File: config.mk
export PLATFORM = sky130hd
export DESIGN_NAME = vf_sine_pwm_controller_core
export DESIGN_NICKNAME = d
export VERILOG_FILES = /design/src/hw/rtl/vfspwm_pkg.sv /design/src/hw/rtl/vf_sine_pwm_controller_core.sv /design/src/hw/rtl/vfspwm_div.sv
export SDC_FILE = /design/constraint.sdc
export NUM_CORES = 2
export LEC_CHECK = 0
export ABC_AREA = 1
export BUFFER_PORTS_ARGS = -buffer_cell sky130_fd_sc_hd__buf_2
export CAP_MARGIN = 0
export CORE_MARGIN = 5
export CORE_UTILIZATION = 48
export DETAILED_ROUTE_END_ITERATION = 7
export GPL_TIMING_DRIVEN = 0
export PLACE_DENSITY_LB_ADDON = 0.15
export SYNTH_ARGS = -nofsm -noshare
export SYNTH_HDL_FRONTEND = slang
export SYNTH_SLANG_ARGS = --single-unit
File: constraint.sdc
create_clock -name aclk -period 6.3 [get_ports aclk]
set_input_delay 1.26 -clock aclk [delete_from_list [all_inputs] [get_ports aclk]]
set_output_delay 1.26 -clock aclk [all_outputs]
set_load 0.02 [all_outputs]
File: src/hw/rtl/vfspwm_pkg.sv
`timescale 1ns / 1ps
`default_nettype none

package vfspwm_pkg;

    // Fixed field widths
    localparam int SPEED_W = 16;
    localparam int CNT_W   = 16;
    localparam int ADC_W   = 12;
    localparam int HIST_W  = 13;
    localparam int TAB_W   = 12;
    localparam int DUTY_W  = 12;
    localparam int PROD_W  = SPEED_W + 1 + TAB_W;
    localparam int ADDR_W  = 3;

    // Configuration register indexes
    localparam logic [ADDR_W-1:0] CFG_UPDATE_IVL  = 3'd0;
    localparam logic [ADDR_W-1:0] CFG_POLL_IVL    = 3'd1;
    localparam logic [ADDR_W-1:0] CFG_RAMP_IVL    = 3'd2;
    localparam logic [ADDR_W-1:0] CFG_CHECK_IVL   = 3'd3;
    localparam logic [ADDR_W-1:0] CFG_SPEED_TGT   = 3'd4;
    localparam logic [ADDR_W-1:0] CFG_SPEED_START = 3'd5;
    localparam logic [ADDR_W-1:0] CFG_DC_TRIP     = 3'd6;
    localparam logic [ADDR_W-1:0] CFG_FREQ_CONST  = 3'd7;

    // Input function codes
    localparam logic FUNC_START = 1'b0;
    localparam logic FUNC_TICK  = 1'b1;

    // Tick counter slots
    localparam int CNT_UPD   = 0;
    localparam int CNT_TAB   = 1;
    localparam int CNT_POLL  = 2;
    localparam int CNT_RAMP  = 3;
    localparam int CNT_CHECK = 4;
    localparam int NUM_CNT   = 5;

    localparam logic [DUTY_W-1:0]  DUTY_CENTER = 12'h6f1;
    localparam logic [HIST_W-1:0]  HIST_INIT   = 13'd2046;
    localparam logic [SPEED_W-1:0] Q15_MAX     = 16'h7fff;
    localparam logic [SPEED_W-1:0] INT_MAX     = 16'hffff;
    localparam logic [DUTY_W-1:0]  DUTY_MAX    = 12'hfff;
    localparam logic [ADC_W-1:0]   TRIP_INIT   = 12'hfff;
    localparam logic [SPEED_W-1:0] SPEED_INIT  = 16'd1;
    // Q15(11583 * 2046), the fixed average used at start
    localparam logic [HIST_W-1:0]  START_AVG   = 13'((11583 * 2046) >> 15);

    localparam logic [63:0] PI_Q30  = 64'd3373259426;
    localparam logic [63:0] ONE_Q30 = 64'd1073741824;

    typedef struct packed {
        logic                start;
        logic                frac;
        logic [SPEED_W-1:0]  num;
        logic [SPEED_W-1:0]  den;
    } div_req_t;

    typedef struct packed {
        logic                done;
        logic [SPEED_W-1:0]  quot;
    } div_rsp_t;

    // Q30 sine of a first-quadrant angle in degrees, Taylor series, clamped
    function automatic logic [63:0] sine_q30(input int unsigned deg);
        logic [63:0]        r;
        logic [63:0]        r2;
        logic [63:0]        term;
        logic signed [63:0] sum;
        int unsigned        n;
        r    = (64'(deg) * PI_Q30) / 64'd180;
        r2   = (r * r) >> 30;
        term = r;
        sum  = 64'sd0;
        for (n = 1; n <= 17; n += 2) begin
            if (((n >> 1) & 1) == 0) begin
                sum = sum + $signed(term);
            end else begin
                sum = sum - $signed(term);
            end
            term = ((term * r2) >> 30) / 64'((n + 1) * (n + 2));
        end
        if (sum < 0) begin
            sum = 64'sd0;
        end
        if ($unsigned(sum) > ONE_Q30) begin
            sum = $signed(ONE_Q30);
        end
        return $unsigned(sum);
    endfunction

    // Scaled table entry for an angle in degrees
    function automatic logic signed [TAB_W-1:0] table_value(input int unsigned deg,
                                                            input int unsigned amp);
        int unsigned x;
        int unsigned a;
        logic        neg;
        logic [63:0] mag;
        x   = deg % 360;
        neg = 1'b0;
        if (x <= 90) begin
            a = x;
        end else if (x <= 180) begin
            a = 180 - x;
        end else if (x <= 270) begin
            a   = x - 180;
            neg = 1'b1;
        end else begin
            a   = 360 - x;
            neg = 1'b1;
        end
        mag = (64'(amp) * sine_q30(a) + 64'd16384) >> 30;
        return neg ? -$signed(TAB_W'(mag)) : $signed(TAB_W'(mag));
    endfunction

    // Centre plus floor-shifted Q15 product, saturated to the counter range
    function automatic logic [DUTY_W-1:0] make_duty(input logic signed [PROD_W-1:0] prod);
        logic signed [PROD_W-1:0] shf;
        logic signed [DUTY_W+2:0] d;
        shf = prod >>> 15;
        d   = (DUTY_W+3)'(shf) + $signed((DUTY_W+3)'(DUTY_CENTER));
        if (d < 0) begin
            return '0;
        end else if (d > $signed((DUTY_W+3)'(DUTY_MAX))) begin
            return DUTY_MAX;
        end
        return DUTY_W'(d);
    endfunction

endpackage

`default_nettype wire

File: src/hw/rtl/vf_sine_pwm_controller_core.sv
`timescale 1ns / 1ps
`default_nettype none

// Channel   Handshake          Payload
// s_        s_valid/s_ready    s_func, s_vdc_upper, s_vdc_lower
// m_        m_valid/m_ready    m_duty_a, m_duty_b, m_pwm_on, m_relays_closed, m_fault
// cfg_      cfg_we (no wait)   cfg_addr, cfg_wdata
//
// One beat in, one beat out; s_ready is high only in idle.
// A tick that steps the table makes two multiplier passes. A start, and a tick with an
// update, use the shared divider for Q15 modulation and for the step period; each
// division is skipped when its quotient saturates. Synchronous active-low reset; no
// clearing pass.
// A finished beat waits in the output register; the next one stalls in FIN until it goes.
module vf_sine_pwm_controller_core #(
    parameter int TABLE_SAMPLES = 120,
    parameter int DEGREE_STEP   = 3,
    parameter int PWM_AMPLITUDE = 1777
) (
    input  wire                                      aclk,
    input  wire                                      aresetn,
    // input beats
    input  wire                                      s_valid,
    output logic                                     s_ready,
    input  wire                                      s_func,
    input  wire [vfspwm_pkg::ADC_W-1:0]              s_vdc_upper,
    input  wire [vfspwm_pkg::ADC_W-1:0]              s_vdc_lower,
    // result beats
    output logic                                     m_valid,
    input  wire                                      m_ready,
    output logic [vfspwm_pkg::DUTY_W-1:0]            m_duty_a,
    output logic [vfspwm_pkg::DUTY_W-1:0]            m_duty_b,
    output logic                                     m_pwm_on,
    output logic                                     m_relays_closed,
    output logic                                     m_fault,
    // configuration
    input  wire                                      cfg_we,
    input  wire [vfspwm_pkg::ADDR_W-1:0]             cfg_addr,
    input  wire [vfspwm_pkg::SPEED_W-1:0]            cfg_wdata
);

    localparam int SW    = vfspwm_pkg::SPEED_W;
    localparam int CW    = vfspwm_pkg::CNT_W;
    localparam int AW    = vfspwm_pkg::ADC_W;
    localparam int HW    = vfspwm_pkg::HIST_W;
    localparam int TW    = vfspwm_pkg::TAB_W;
    localparam int DW    = vfspwm_pkg::DUTY_W;
    localparam int PW    = vfspwm_pkg::PROD_W;
    localparam int NC    = vfspwm_pkg::NUM_CNT;
    localparam int POS_W = $clog2(TABLE_SAMPLES);

    typedef enum logic [11:0] {
        ST_IDLE  = 12'b0000_0000_0001,
        ST_UPD   = 12'b0000_0000_0010,
        ST_QDIV  = 12'b0000_0000_0100,
        ST_QWAIT = 12'b0000_0000_1000,
        ST_IDIV  = 12'b0000_0001_0000,
        ST_IWAIT = 12'b0000_0010_0000,
        ST_TAB   = 12'b0000_0100_0000,
        ST_MULA  = 12'b0000_1000_0000,
        ST_MULB  = 12'b0001_0000_0000,
        ST_DUTYB = 12'b0010_0000_0000,
        ST_MISC  = 12'b0100_0000_0000,
        ST_FIN   = 12'b1000_0000_0000
    } state_t;

    // sine and negated-cosine tables, built at elaboration
    logic signed [TW-1:0] sin_rom [TABLE_SAMPLES];
    logic signed [TW-1:0] cos_rom [TABLE_SAMPLES];

    for (genvar i = 0; i < TABLE_SAMPLES; i++) begin : g_rom
        assign sin_rom[i] = vfspwm_pkg::table_value(DEGREE_STEP * i, PWM_AMPLITUDE);
        assign cos_rom[i] = vfspwm_pkg::table_value(DEGREE_STEP * i + 270, PWM_AMPLITUDE);
    end

    // configuration registers
    logic [CW-1:0] upd_ivl_reg;
    logic [CW-1:0] poll_ivl_reg;
    logic [CW-1:0] ramp_ivl_reg;
    logic [CW-1:0] check_ivl_reg;
    logic [SW-1:0] speed_tgt_reg;
    logic [SW-1:0] speed_start_reg;
    logic [AW-1:0] trip_reg;
    logic [SW-1:0] freq_const_reg;

    always_ff @(posedge aclk) begin
        if (!aresetn) begin
            upd_ivl_reg     <= '0;
            poll_ivl_reg    <= '0;
            ramp_ivl_reg    <= '0;
            check_ivl_reg   <= '0;
            speed_tgt_reg   <= '0;
            speed_start_reg <= vfspwm_pkg::SPEED_INIT;
            trip_reg        <= vfspwm_pkg::TRIP_INIT;
            freq_const_reg  <= '0;
        end else if (cfg_we) begin
            case (cfg_addr)
                vfspwm_pkg::CFG_UPDATE_IVL:  upd_ivl_reg     <= cfg_wdata;
                vfspwm_pkg::CFG_POLL_IVL:    poll_ivl_reg    <= cfg_wdata;
                vfspwm_pkg::CFG_RAMP_IVL:    ramp_ivl_reg    <= cfg_wdata;
                vfspwm_pkg::CFG_CHECK_IVL:   check_ivl_reg   <= cfg_wdata;
                vfspwm_pkg::CFG_SPEED_TGT:   speed_tgt_reg   <= cfg_wdata;
                vfspwm_pkg::CFG_SPEED_START: speed_start_reg <= cfg_wdata;
                vfspwm_pkg::CFG_DC_TRIP:     trip_reg        <= cfg_wdata[AW-1:0];
                vfspwm_pkg::CFG_FREQ_CONST:  freq_const_reg  <= cfg_wdata;
                default: ;
            endcase
        end
    end

    // controller state
    state_t          state_reg,  state_next;
    logic [CW-1:0]   cnt_reg    [NC];
    logic [CW-1:0]   cnt_next   [NC];
    logic [HW-1:0]   hist_reg   [4];
    logic [HW-1:0]   hist_next  [4];
    logic [1:0]      slot_reg,   slot_next;
    logic [AW-1:0]   half_a_reg, half_a_next;
    logic [AW-1:0]   half_b_reg, half_b_next;
    logic [AW-1:0]   in_a_reg,   in_a_next;
    logic [AW-1:0]   in_b_reg,   in_b_next;
    logic [SW-1:0]   speed_reg,  speed_next;
    logic [SW-1:0]   mod_reg,    mod_next;
    logic [SW-1:0]   step_reg,   step_next;
    logic [POS_W-1:0] pos_reg,   pos_next;
    logic [DW-1:0]   duty_a_reg, duty_a_next;
    logic [DW-1:0]   duty_b_reg, duty_b_next;
    logic            pwm_reg,    pwm_next;
    logic            relay_reg,  relay_next;
    logic            fault_reg,  fault_next;
    logic            start_reg,  start_next;
    logic signed [PW-1:0] prod_reg, prod_next;

    // result register
    logic            m_valid_reg, m_valid_next;
    logic [DW-1:0]   o_duty_a_reg, o_duty_a_next;
    logic [DW-1:0]   o_duty_b_reg, o_duty_b_next;
    logic            o_pwm_reg,    o_pwm_next;
    logic            o_relay_reg,  o_relay_next;
    logic            o_fault_reg,  o_fault_next;

    // shared units
    vfspwm_pkg::div_req_t div_req;
    vfspwm_pkg::div_rsp_t div_rsp;

    vfspwm_div u_div (
        .aclk    (aclk),
        .aresetn (aresetn),
        .req     (div_req),
        .rsp     (div_rsp)
    );

    logic signed [SW:0]    mul_a;
    logic signed [TW-1:0]  mul_b;
    logic signed [PW-1:0]  mul_p;

    assign mul_a = $signed({1'b0, mod_reg});
    assign mul_b = (state_reg == ST_MULA) ? sin_rom[pos_reg] : cos_rom[pos_reg];
    assign mul_p = mul_a * mul_b;

    logic [HW+1:0] hist_sum;
    logic [HW-1:0] avg;
    logic [SW-1:0] q_den;
    logic [SW-1:0] ramp_inc;
    logic          accept;

    assign hist_sum = (HW+2)'(hist_reg[0]) + (HW+2)'(hist_reg[1])
                    + (HW+2)'(hist_reg[2]) + (HW+2)'(hist_reg[3]);
    assign avg      = hist_sum[HW+1:2];
    assign q_den    = SW'(start_reg ? vfspwm_pkg::START_AVG : avg);
    assign ramp_inc = speed_reg + SW'(1);
    assign accept   = s_valid && s_ready;

    always_comb begin
        state_next    = state_reg;
        cnt_next      = cnt_reg;
        hist_next     = hist_reg;
        slot_next     = slot_reg;
        half_a_next   = half_a_reg;
        half_b_next   = half_b_reg;
        in_a_next     = in_a_reg;
        in_b_next     = in_b_reg;
        speed_next    = speed_reg;
        mod_next      = mod_reg;
        step_next     = step_reg;
        pos_next      = pos_reg;
        duty_a_next   = duty_a_reg;
        duty_b_next   = duty_b_reg;
        pwm_next      = pwm_reg;
        relay_next    = relay_reg;
        fault_next    = fault_reg;
        start_next    = start_reg;
        prod_next     = prod_reg;
        m_valid_next  = m_valid_reg && !m_ready;
        o_duty_a_next = o_duty_a_reg;
        o_duty_b_next = o_duty_b_reg;
        o_pwm_next    = o_pwm_reg;
        o_relay_next  = o_relay_reg;
        o_fault_next  = o_fault_reg;
        div_req       = '0;

        case (state_reg)
            ST_IDLE: begin
                if (accept) begin
                    in_a_next  = s_vdc_upper;
                    in_b_next  = s_vdc_lower;
                    start_next = (s_func == vfspwm_pkg::FUNC_START);
                    if (s_func == vfspwm_pkg::FUNC_START) begin
                        for (int k = 0; k < NC; k++) begin
                            cnt_next[k] = '0;
                        end
                        pos_next    = '0;
                        speed_next  = speed_start_reg;
                        duty_a_next = vfspwm_pkg::DUTY_CENTER;
                        duty_b_next = vfspwm_pkg::DUTY_CENTER;
                        pwm_next    = 1'b1;
                        relay_next  = 1'b1;
                        state_next  = ST_QDIV;
                    end else begin
                        for (int k = 0; k < NC; k++) begin
                            cnt_next[k] = cnt_reg[k] + CW'(1);
                        end
                        state_next = ST_UPD;
                    end
                end
            end
            ST_UPD: begin
                // when the update count passes its interval, latch the halves and push their sum into the history
                if (cnt_reg[vfspwm_pkg::CNT_UPD] > upd_ivl_reg) begin
                    half_a_next         = in_a_reg;
                    half_b_next         = in_b_reg;
                    hist_next[slot_reg] = HW'(in_a_reg) + HW'(in_b_reg);
                    slot_next           = slot_reg + 2'd1;
                    cnt_next[vfspwm_pkg::CNT_UPD] = '0;
                    state_next          = ST_QDIV;
                end else begin
                    state_next = ST_TAB;
                end
            end
            ST_QDIV: begin
                // modulation = Q15(speed / average), saturating
                if (q_den == '0 || speed_reg >= q_den) begin
                    mod_next   = vfspwm_pkg::Q15_MAX;
                    state_next = ST_IDIV;
                end else begin
                    div_req.start = 1'b1;
                    div_req.frac  = 1'b1;
                    div_req.num   = speed_reg;
                    div_req.den   = q_den;
                    state_next    = ST_QWAIT;
                end
            end
            ST_QWAIT: begin
                if (div_rsp.done) begin
                    mod_next   = div_rsp.quot;
                    state_next = ST_IDIV;
                end
            end
            ST_IDIV: begin
                // step period = freq_constant / speed
                if (speed_reg == '0) begin
                    step_next  = vfspwm_pkg::INT_MAX;
                    state_next = start_reg ? ST_FIN : ST_TAB;
                end else begin
                    div_req.start = 1'b1;
                    div_req.frac  = 1'b0;
                    div_req.num   = freq_const_reg;
                    div_req.den   = speed_reg;
                    state_next    = ST_IWAIT;
                end
            end
            ST_IWAIT: begin
                if (div_rsp.done) begin
                    step_next  = div_rsp.quot;
                    state_next = start_reg ? ST_FIN : ST_TAB;
                end
            end
            ST_TAB: begin
                state_next = (cnt_reg[vfspwm_pkg::CNT_TAB] > step_reg) ? ST_MULA : ST_MISC;
            end
            ST_MULA: begin
                prod_next  = mul_p;
                state_next = ST_MULB;
            end
            ST_MULB: begin
                duty_a_next = vfspwm_pkg::make_duty(prod_reg);
                prod_next   = mul_p;
                state_next  = ST_DUTYB;
            end
            ST_DUTYB: begin
                duty_b_next = vfspwm_pkg::make_duty(prod_reg);
                pos_next    = (pos_reg == POS_W'(TABLE_SAMPLES - 1)) ? '0
                                                                      : pos_reg + POS_W'(1);
                cnt_next[vfspwm_pkg::CNT_TAB] = '0;
                state_next  = ST_MISC;
            end
            ST_MISC: begin
                // poll sees the fault as it stood before this tick's check
                if (cnt_reg[vfspwm_pkg::CNT_POLL] > poll_ivl_reg) begin
                    if (fault_reg) begin
                        pwm_next   = 1'b0;
                        relay_next = 1'b0;
                    end
                    cnt_next[vfspwm_pkg::CNT_POLL] = '0;
                end
                if (cnt_reg[vfspwm_pkg::CNT_RAMP] > ramp_ivl_reg) begin
                    speed_next = (ramp_inc >= speed_tgt_reg) ? speed_tgt_reg : ramp_inc;
                    cnt_next[vfspwm_pkg::CNT_RAMP] = '0;
                end
                if (cnt_reg[vfspwm_pkg::CNT_CHECK] > check_ivl_reg) begin
                    if (half_a_reg > trip_reg || half_b_reg > trip_reg) begin
                        fault_next = 1'b1;
                    end
                    cnt_next[vfspwm_pkg::CNT_CHECK] = '0;
                end
                state_next = ST_FIN;
            end
            ST_FIN: begin
                if (!m_valid_reg || m_ready) begin
                    m_valid_next  = 1'b1;
                    o_duty_a_next = duty_a_reg;
                    o_duty_b_next = duty_b_reg;
                    o_pwm_next    = pwm_reg;
                    o_relay_next  = relay_reg;
                    o_fault_next  = fault_reg;
                    state_next    = ST_IDLE;
                end
            end
            default: begin
                state_next = ST_IDLE;
            end
        endcase
    end

    always_ff @(posedge aclk) begin
        in_a_reg     <= in_a_next;
        in_b_reg     <= in_b_next;
        prod_reg     <= prod_next;
        o_duty_a_reg <= o_duty_a_next;
        o_duty_b_reg <= o_duty_b_next;
        o_pwm_reg    <= o_pwm_next;
        o_relay_reg  <= o_relay_next;
        o_fault_reg  <= o_fault_next;
        if (!aresetn) begin
            state_reg   <= ST_IDLE;
            for (int k = 0; k < NC; k++) begin
                cnt_reg[k] <= '0;
            end
            for (int k = 0; k < 4; k++) begin
                hist_reg[k] <= vfspwm_pkg::HIST_INIT;
            end
            slot_reg    <= '0;
            half_a_reg  <= '0;
            half_b_reg  <= '0;
            speed_reg   <= '0;
            mod_reg     <= '0;
            step_reg    <= '0;
            pos_reg     <= '0;
            duty_a_reg  <= DW'(PWM_AMPLITUDE);
            duty_b_reg  <= DW'(PWM_AMPLITUDE);
            pwm_reg     <= 1'b0;
            relay_reg   <= 1'b0;
            fault_reg   <= 1'b0;
            start_reg   <= 1'b0;
            m_valid_reg <= 1'b0;
        end else begin
            state_reg   <= state_next;
            cnt_reg     <= cnt_next;
            hist_reg    <= hist_next;
            slot_reg    <= slot_next;
            half_a_reg  <= half_a_next;
            half_b_reg  <= half_b_next;
            speed_reg   <= speed_next;
            mod_reg     <= mod_next;
            step_reg    <= step_next;
            pos_reg     <= pos_next;
            duty_a_reg  <= duty_a_next;
            duty_b_reg  <= duty_b_next;
            pwm_reg     <= pwm_next;
            relay_reg   <= relay_next;
            fault_reg   <= fault_next;
            start_reg   <= start_next;
            m_valid_reg <= m_valid_next;
        end
    end

    assign s_ready         = (state_reg == ST_IDLE);
    assign m_valid         = m_valid_reg;
    assign m_duty_a        = o_duty_a_reg;
    assign m_duty_b        = o_duty_b_reg;
    assign m_pwm_on        = o_pwm_reg;
    assign m_relays_closed = o_relay_reg;
    assign m_fault         = o_fault_reg;

endmodule

`default_nettype wire

File: src/hw/rtl/vfspwm_div.sv
`timescale 1ns / 1ps
`default_nettype none

// Restoring divider, one quotient bit per cycle.
// Integer mode: num / den over 16 steps.
// Fraction mode: (num << 15) / den over 15 steps, caller keeps num < den.
module vfspwm_div (
    input  wire                      aclk,
    input  wire                      aresetn,
    input  vfspwm_pkg::div_req_t     req,
    output vfspwm_pkg::div_rsp_t     rsp
);

    localparam int W = vfspwm_pkg::SPEED_W;

    logic [W-1:0]   rem_reg,  rem_next;
    logic [W-1:0]   quo_reg,  quo_next;
    logic [W-1:0]   den_reg,  den_next;
    logic [4:0]     step_reg, step_next;
    logic           busy_reg, busy_next;
    logic           done_reg, done_next;

    logic [W:0]     shifted;
    logic [W+1:0]   diff;
    logic           take;

    assign shifted = {rem_reg, quo_reg[W-1]};
    assign diff    = {1'b0, shifted} - {2'b00, den_reg};
    assign take    = ~diff[W+1];

    always_comb begin
        rem_next  = rem_reg;
        quo_next  = quo_reg;
        den_next  = den_reg;
        step_next = step_reg;
        busy_next = busy_reg;
        done_next = 1'b0;
        if (req.start) begin
            rem_next  = req.frac ? req.num : '0;
            quo_next  = req.frac ? '0 : req.num;
            den_next  = req.den;
            step_next = req.frac ? 5'd15 : 5'd16;
            busy_next = 1'b1;
        end else if (busy_reg) begin
            rem_next  = take ? W'(diff) : W'(shifted);
            quo_next  = {quo_reg[W-2:0], take};
            step_next = step_reg - 5'd1;
            if (step_reg == 5'd1) begin
                busy_next = 1'b0;
                done_next = 1'b1;
            end
        end
    end

    always_ff @(posedge aclk) begin
        rem_reg  <= rem_next;
        quo_reg  <= quo_next;
        den_reg  <= den_next;
        step_reg <= step_next;
        if (!aresetn) begin
            busy_reg <= 1'b0;
            done_reg <= 1'b0;
        end else begin
            busy_reg <= busy_next;
            done_reg <= done_next;
        end
    end

    assign rsp.done = done_reg;
    assign rsp.quot = quo_reg;

endmodule

`default_nettype wire
* Word-level counts from Yosys, hierarchy flattened
Memory sizes are Yosys's and may differ from the RTL's.
Index checks and enable logic that the tools add are counted.
** Word-level totals
- Register bits after elaboration :: 511
- Bits of input ports :: 49
- Memories kept :: 2
- Word-level logic and storage cells :: 238
- Output and inout port bits :: 29
- Bits in read-only memories :: 3072
** Operators by class
- Add/sub/neg operators :: 15
- Muxes and demuxes :: 79
- Multiply operators :: 1
- $lt $le $gt $ge :: 14
- Eq/ne operators :: 33
- Bitwise gates (word level) :: 6
- Reductions and logical operators :: 44
** Memories
- (name not given) :: words 128, bits a word 12, rd ports 1, clocked after memory_dff 0, write ports 0, line vf_sine_pwm_controller_core.sv:158 : assign mul_b = (state_reg == ST_MULA) ? sin_rom[pos_reg] : cos_rom[pos_reg];
- (name not given) :: words 128, bits a word 12, rd ports 1, clocked after memory_dff 0, write ports 0, line vf_sine_pwm_controller_core.sv:158
** Operators by type and width (number)
- 2-to-1 mux 16 bit :: 18
- 2-to-1 mux 12 bit :: 17
- 2-to-1 mux 80 bit :: 2
- case mux 16 bit (2 select lines) :: 5
- case mux 12 bit (12 select lines) :: 1
- adder 16 x 1 -> 16 bit (second input constant) :: 6
- case mux 48 bit (2 select lines) :: 1
- greater-than comparator 16 bit :: 5
- 2-to-1 mux 34 bit :: 2
- case mux 34 bit (2 select lines) :: 1
- bitwise mux 52 bit :: 1
- case mux 12 bit (2 select lines) :: 2
- logical NOT 16 bit :: 2
- multiplier 17 x 12 -> 29 bit :: 1
- 2-to-1 mux 7 bit :: 4
- AND reduction 3 bit :: 9
- demux 13 bit (select 2 bit) :: 1
- 2-to-1 mux 13 bit :: 2
- greater-than comparator 12 bit :: 2
- AND reduction 2 bit :: 12
- 2-to-1 mux 5 bit :: 4
- != test 2 bit (second input constant) :: 9
- subtractor 17 x 16 -> 18 bit :: 1
- >= comparator 16 x 13 -> 1 bit :: 1
- 49 further kinds :: 83

* Logic depth before layout (Yosys ltp)
- Word-level depth :: 10
- Depth in mapped cells :: 37
- Depth with buffers taken out :: 35

* By module
Synthesis repeated with hierarchy kept, for this count alone.
** Unflattened totals
- Cell total of the unflattened synthesis :: 4828
- Area, all modules :: 36035.8 um^2
** Modules (own cells, without submodules)
- vf_sine_pwm_controller_core :: instances 1, area each 32471.1 um^2, seq. area each 9469.1 um^2, cells each 4396
- vfspwm_div :: instances 1, area each 3564.7 um^2, seq. area each 1631.6 um^2, cells each 432

* Worst setup path after synthesis
OpenSTA, ideal clock, no wires.
- Path kind :: flip-flop to flip-flop
- Start point :: register pos_reg[1]
- End point :: register prod_reg[28], data pin
- Cell stages (with the launch flop) :: 32
- Data required time :: 6.035 ns
- Buffers on the path :: 2
- Slack :: -0.648 ns
- Data arrival time :: 6.682 ns
- Period minus slack after synthesis :: 6.948 ns
- Library setup time :: 0.265 ns
- Cell sequence :: dfxtp_1 clkbuf_1 inv_1 ha_1 nand2_1 inv_1 nor2_1 o21ai_0 a221oi_1 o21ai_0 nand2_1 nand3_1 inv_1 buf_2 nand2_1 fa_1 fa_1 inv_1 fa_1 fa_1 inv_1 fa_1 inv_1 ha_1 a21oi_1 o21a_1 o221ai_1 a21oi_1 inv_1 a21oi_1 o21ai_0 xor2_1
** Between the ends
- Longest elaborated chain between the ends :: 6
- Elaborated cells on any way between the ends :: 9
- Classes of those cells :: 1 x mul; 5 x mux; 1 x bitwise; 2 x memory
** RTL lines
- from (decl) :: line vf_sine_pwm_controller_core.sv:125 : logic [POS_W-1:0] pos_reg, pos_next;
- from (signal assigned) :: line vf_sine_pwm_controller_core.sv:376 : pos_reg <= pos_next;
- NOT 7 -> 8 bit (implied by the code) (*) :: line vf_sine_pwm_controller_core.sv:158
- memory (128 x 12 bit)
- 2-to-1 mux 12 bit (implied by the code) (2 in series) :: line vf_sine_pwm_controller_core.sv:158
- 2-to-1 mux 12 bit (*) :: line vf_sine_pwm_controller_core.sv:158
- multiplier 17 x 12 -> 29 bit (*) :: line vf_sine_pwm_controller_core.sv:159 : assign mul_p = mul_a * mul_b;
- via mul_p[28] :: line vf_sine_pwm_controller_core.sv:155 : logic signed [PW-1:0] mul_p;
- to (signal assigned) :: line vf_sine_pwm_controller_core.sv:338 : prod_reg <= prod_next;
- to (decl) :: line vf_sine_pwm_controller_core.sv:132 : logic signed [PW-1:0] prod_reg, prod_next;
Mark *: on every way through the listed nets, which the timed path passes. The rest lies on a longest branch. The select of a mux whose other input is x is not followed.
A chain may end at the register's enable or synchronous reset.

* Worst setup path in the final report
- Start point :: register pos_reg[4]
- End point :: register prod_reg[23], data pin
Same word-level chain as after synthesis.

==> impl_metrics.yaml <==
status:
  status: "complete, but fails checks"
  violations: "negative setup slack"
clocking:
  cts_hold_buf: 0
  clock_sinks: 496
  cts_buffer_depth: 3
  clk_latency_ps: 620
  htree_levels: 2
  path_clk_slew_ps: 60
  cts_tree: "done"
  cts-root-buf: "clkbuf_16"
  cts-buffers-inserted: 52
layout:
  nNetsFinal: 5439
  area_delta_synth_final_pct: 17.5
  fillers: 6997
  antenna_cells: 0
  largest_reg_flops: 80
  drive_gt1_share_pct: 13.7
  final_util_pct: 56.8
sta:
  max_clock_freq_ghz: 0.144
  worst_slack_ps: -653
  slew_headroom_pct: 21.0
  skew_ps: 28.6
  slew_viol_final: 0
  worstMarginPinSlew_ps: 1170
  setup_viol: 14
  hold_viol: 0
  final.min_clock_period_ps: 6950
  min_period_over_period_pct: 110
  rsz0062_at_grt: "true"
power:
  switching_share_pct: 42.1
  p_leak_nw: 18.1
  p_sw_mw: 6.36
  pwr_density_cell_nw_per_um2: 366
  combPwrFrac_pct: 53.3
  clkPwrFrac_pct: 21.5
  seq_power_share_pct: 25.2
  p_int_mw: 8.77
  peakVddDrop_mv: 1.21
yosys:
  synth_area_um2: 35200
  ys_top_cells_by_area: "dfxtp_1 (22%), ha_1 (10%), edfxtp_1 (10%)"
  yosysTopAreaCellShare_pct: 21.6
  synthArstFlopShare_pct: 0
  ys_ff_latch: 496
  seq_area_frac_synth_pct: 31.5
  ys.flop_type: "dfxtp_1"
  synth_most_common_cell: "nand2_1"
  yosysWarnings: 0
  syn_inst: 4680
  syn-num-nets: 5186
  yosysTopAreaCell: "dfxtp_1"
  synth.distinct_cells: 64
  synth_common_cells: "nand2_1 (819), inv_1 (698), nor2_1 (499), a21oi_1 (417), dfxtp_1 (379)"
  synth_edf_count: 117
  syn_avg_cell_area_um2: 7.52
global_route:
  track_usage_pct: 30.5
  gr-total-overflow: 0
  grt_pass1_vias: 32600
  antenna_found_initial: 1
  grt_max_degree: 38
  grt_pass1_wl_um: 188000
worst_setup_path:
  critPathRequiredTime_ps: 6650
  critPathCaptureType: "flop"
  ff2ff_path_depth: 31
  cp-startpoint: "pos_reg[4]"
  crit_top_cell: "inv_2"
  cp.arrival_ps: 7300
  timing.rr.end: "prod_reg[23]"
  r2r_start: "pos_reg[4]"
  critPathKind: "reg2reg"
  slowest_delay_ps: 540
  cpMaxStageDelayCell: "fa_1"
  cp-start-kind: "flop"
  rrSetupSlack_ps: -650
  crit_path_end: "prod_reg[23]"
  worst-path-max-fanout: 10
die:
  initial_core_util_pct: 48.3
  die_x_um: 281
  io-pin-count: 78
  chipHeight_um: 281
  rows: 99
  coreArea_um2: 72800
  dieArea_um2: 78900
placed_design:
  pre_cts_ws_ps: -1870
  place_hpwl_um: 93700
  gp_congestion: 1.08
  io_buffers: 76
detailed_routing:
  drc_errors: 0
  drt-initial-drc-count: 2792
  wl_per_cell_um: 20.8
  vias: 33400
  viasPerCell: 5.63
  drtPass1Iterations: 6
  routed_wl_um: 123000
  ant_nets: 0
hold_path:
  hold_class: "reg2reg"
run:
  maxCapViolations: 0
[worst max-delay path, delay by kind of cell (launching register included)]
family / cells / cell delay (ps)
flip-flops: 1 / 290
XOR/XNOR: 1 / 140
buffers and inverters: 10 / 1310
adder cells (fa/ha/maj): 6 / 2710
AO/OA/AOI/OAI: 4 / 960
AND/OR/NAND/NOR: 10 / 1250
[worst min-delay path by stage]
stage / start / endpoint / depth (start not counted)
6_report: duty_b_reg[9] / m_duty_b[9] / 0
3_3_place_gp: duty_b_reg[6] / m_duty_b[6] / 0
4_1_cts: duty_b_reg[6] / m_duty_b[6] / 0
5_1_grt: duty_b_reg[9] / m_duty_b[9] / 0
2_1_floorplan: duty_b_reg[0] / m_duty_b[0] / 0
3_5_place_dp: duty_b_reg[9] / m_duty_b[9] / 0
[logic make-up after synthesis]
family | after synthesis | share of synthesized area, %
multiplexers | 2 | 0.0569
buffers and inverters | 890 | 9.67
AND/OR/NAND/NOR | 1752 | 20.9
adder cells (fa/ha/maj) | 457 | 19.8
flip-flops | 496 | 31.5
XOR/XNOR | 94 | 2.34
AO/OA/AOI/OAI | 989 | 15.7
[metal layers]
metal  vias to the layer above  global-route usage (%)  part of all wire [%]
li1                      16000                       -                     -
met1                     15800                    38.0                    40
met2                      1290                    52.0                    47
met3                       371                    4.37                   6.5
met4                         2                    15.2                   6.1
met5                         -                       0                0.0057
[stage by stage]
stage               hold WS, ps  cells  area [µm²]  setup TNS (ps)  power, mW
floorplan                   401   4680       35400               0       7.93
CTS                         430   5907       40600           -4540       14.2
finish                      425   5936       41400           -7760       15.1
global placement            412   5715       37000          -23840       9.68
global route                435   5936       41400           -9840       16.0
detailed placement          415   5718       37100          -22890       9.73
[power by group through the flow]
| stage | Clock, mW | Combinational, mW | Sequential [mW] |
|---|---|---|---|
| 2_1_floorplan | 0 | 4.12 | 3.81 |
| 3_3_place_gp | 0 | 5.79 | 3.89 |
| 3_5_place_dp | 0 | 5.85 | 3.89 |
| 4_1_cts | 3.30 | 7.08 | 3.81 |
| 5_1_grt | 3.44 | 8.74 | 3.83 |
| 6_report | 3.25 | 8.07 | 3.81 |
[placed cells by master (no fill, tap or decap), types with 117 or more instances in the layout]
cell	netlist	final
a21oi_1	417	393
dfxtp_1	379	376
edfxtp_1	117	117
fa_1	167	149
ha_1	290	267
inv_1	698	646
nand2_1	819	748
nand3_1	191	181
nor2_1	499	458
o21ai_0	349	303
[what timing repair did]
item	in CTS	in global routing
buffers inserted	89	30
resized for setup	306	151
pin swaps	129	76
hold endpoints to repair	0	0
setup endpoints to repair	14	14
cloned	2	1
[final cells by class]
class                   instances  area [µm²]  area share (%)
multi-input cells            3294       22100            53.4
flip-flops and latches        496       11100            26.9
repair buffers                200        1510            3.65
well taps                     959        1200            2.90
clock buffers                  63        1400            3.39
clock inverters                35         390           0.944
inverters                     708        2720            6.59
plain buffers                 181         922            2.23
Power figures use the tool's default switching activity.
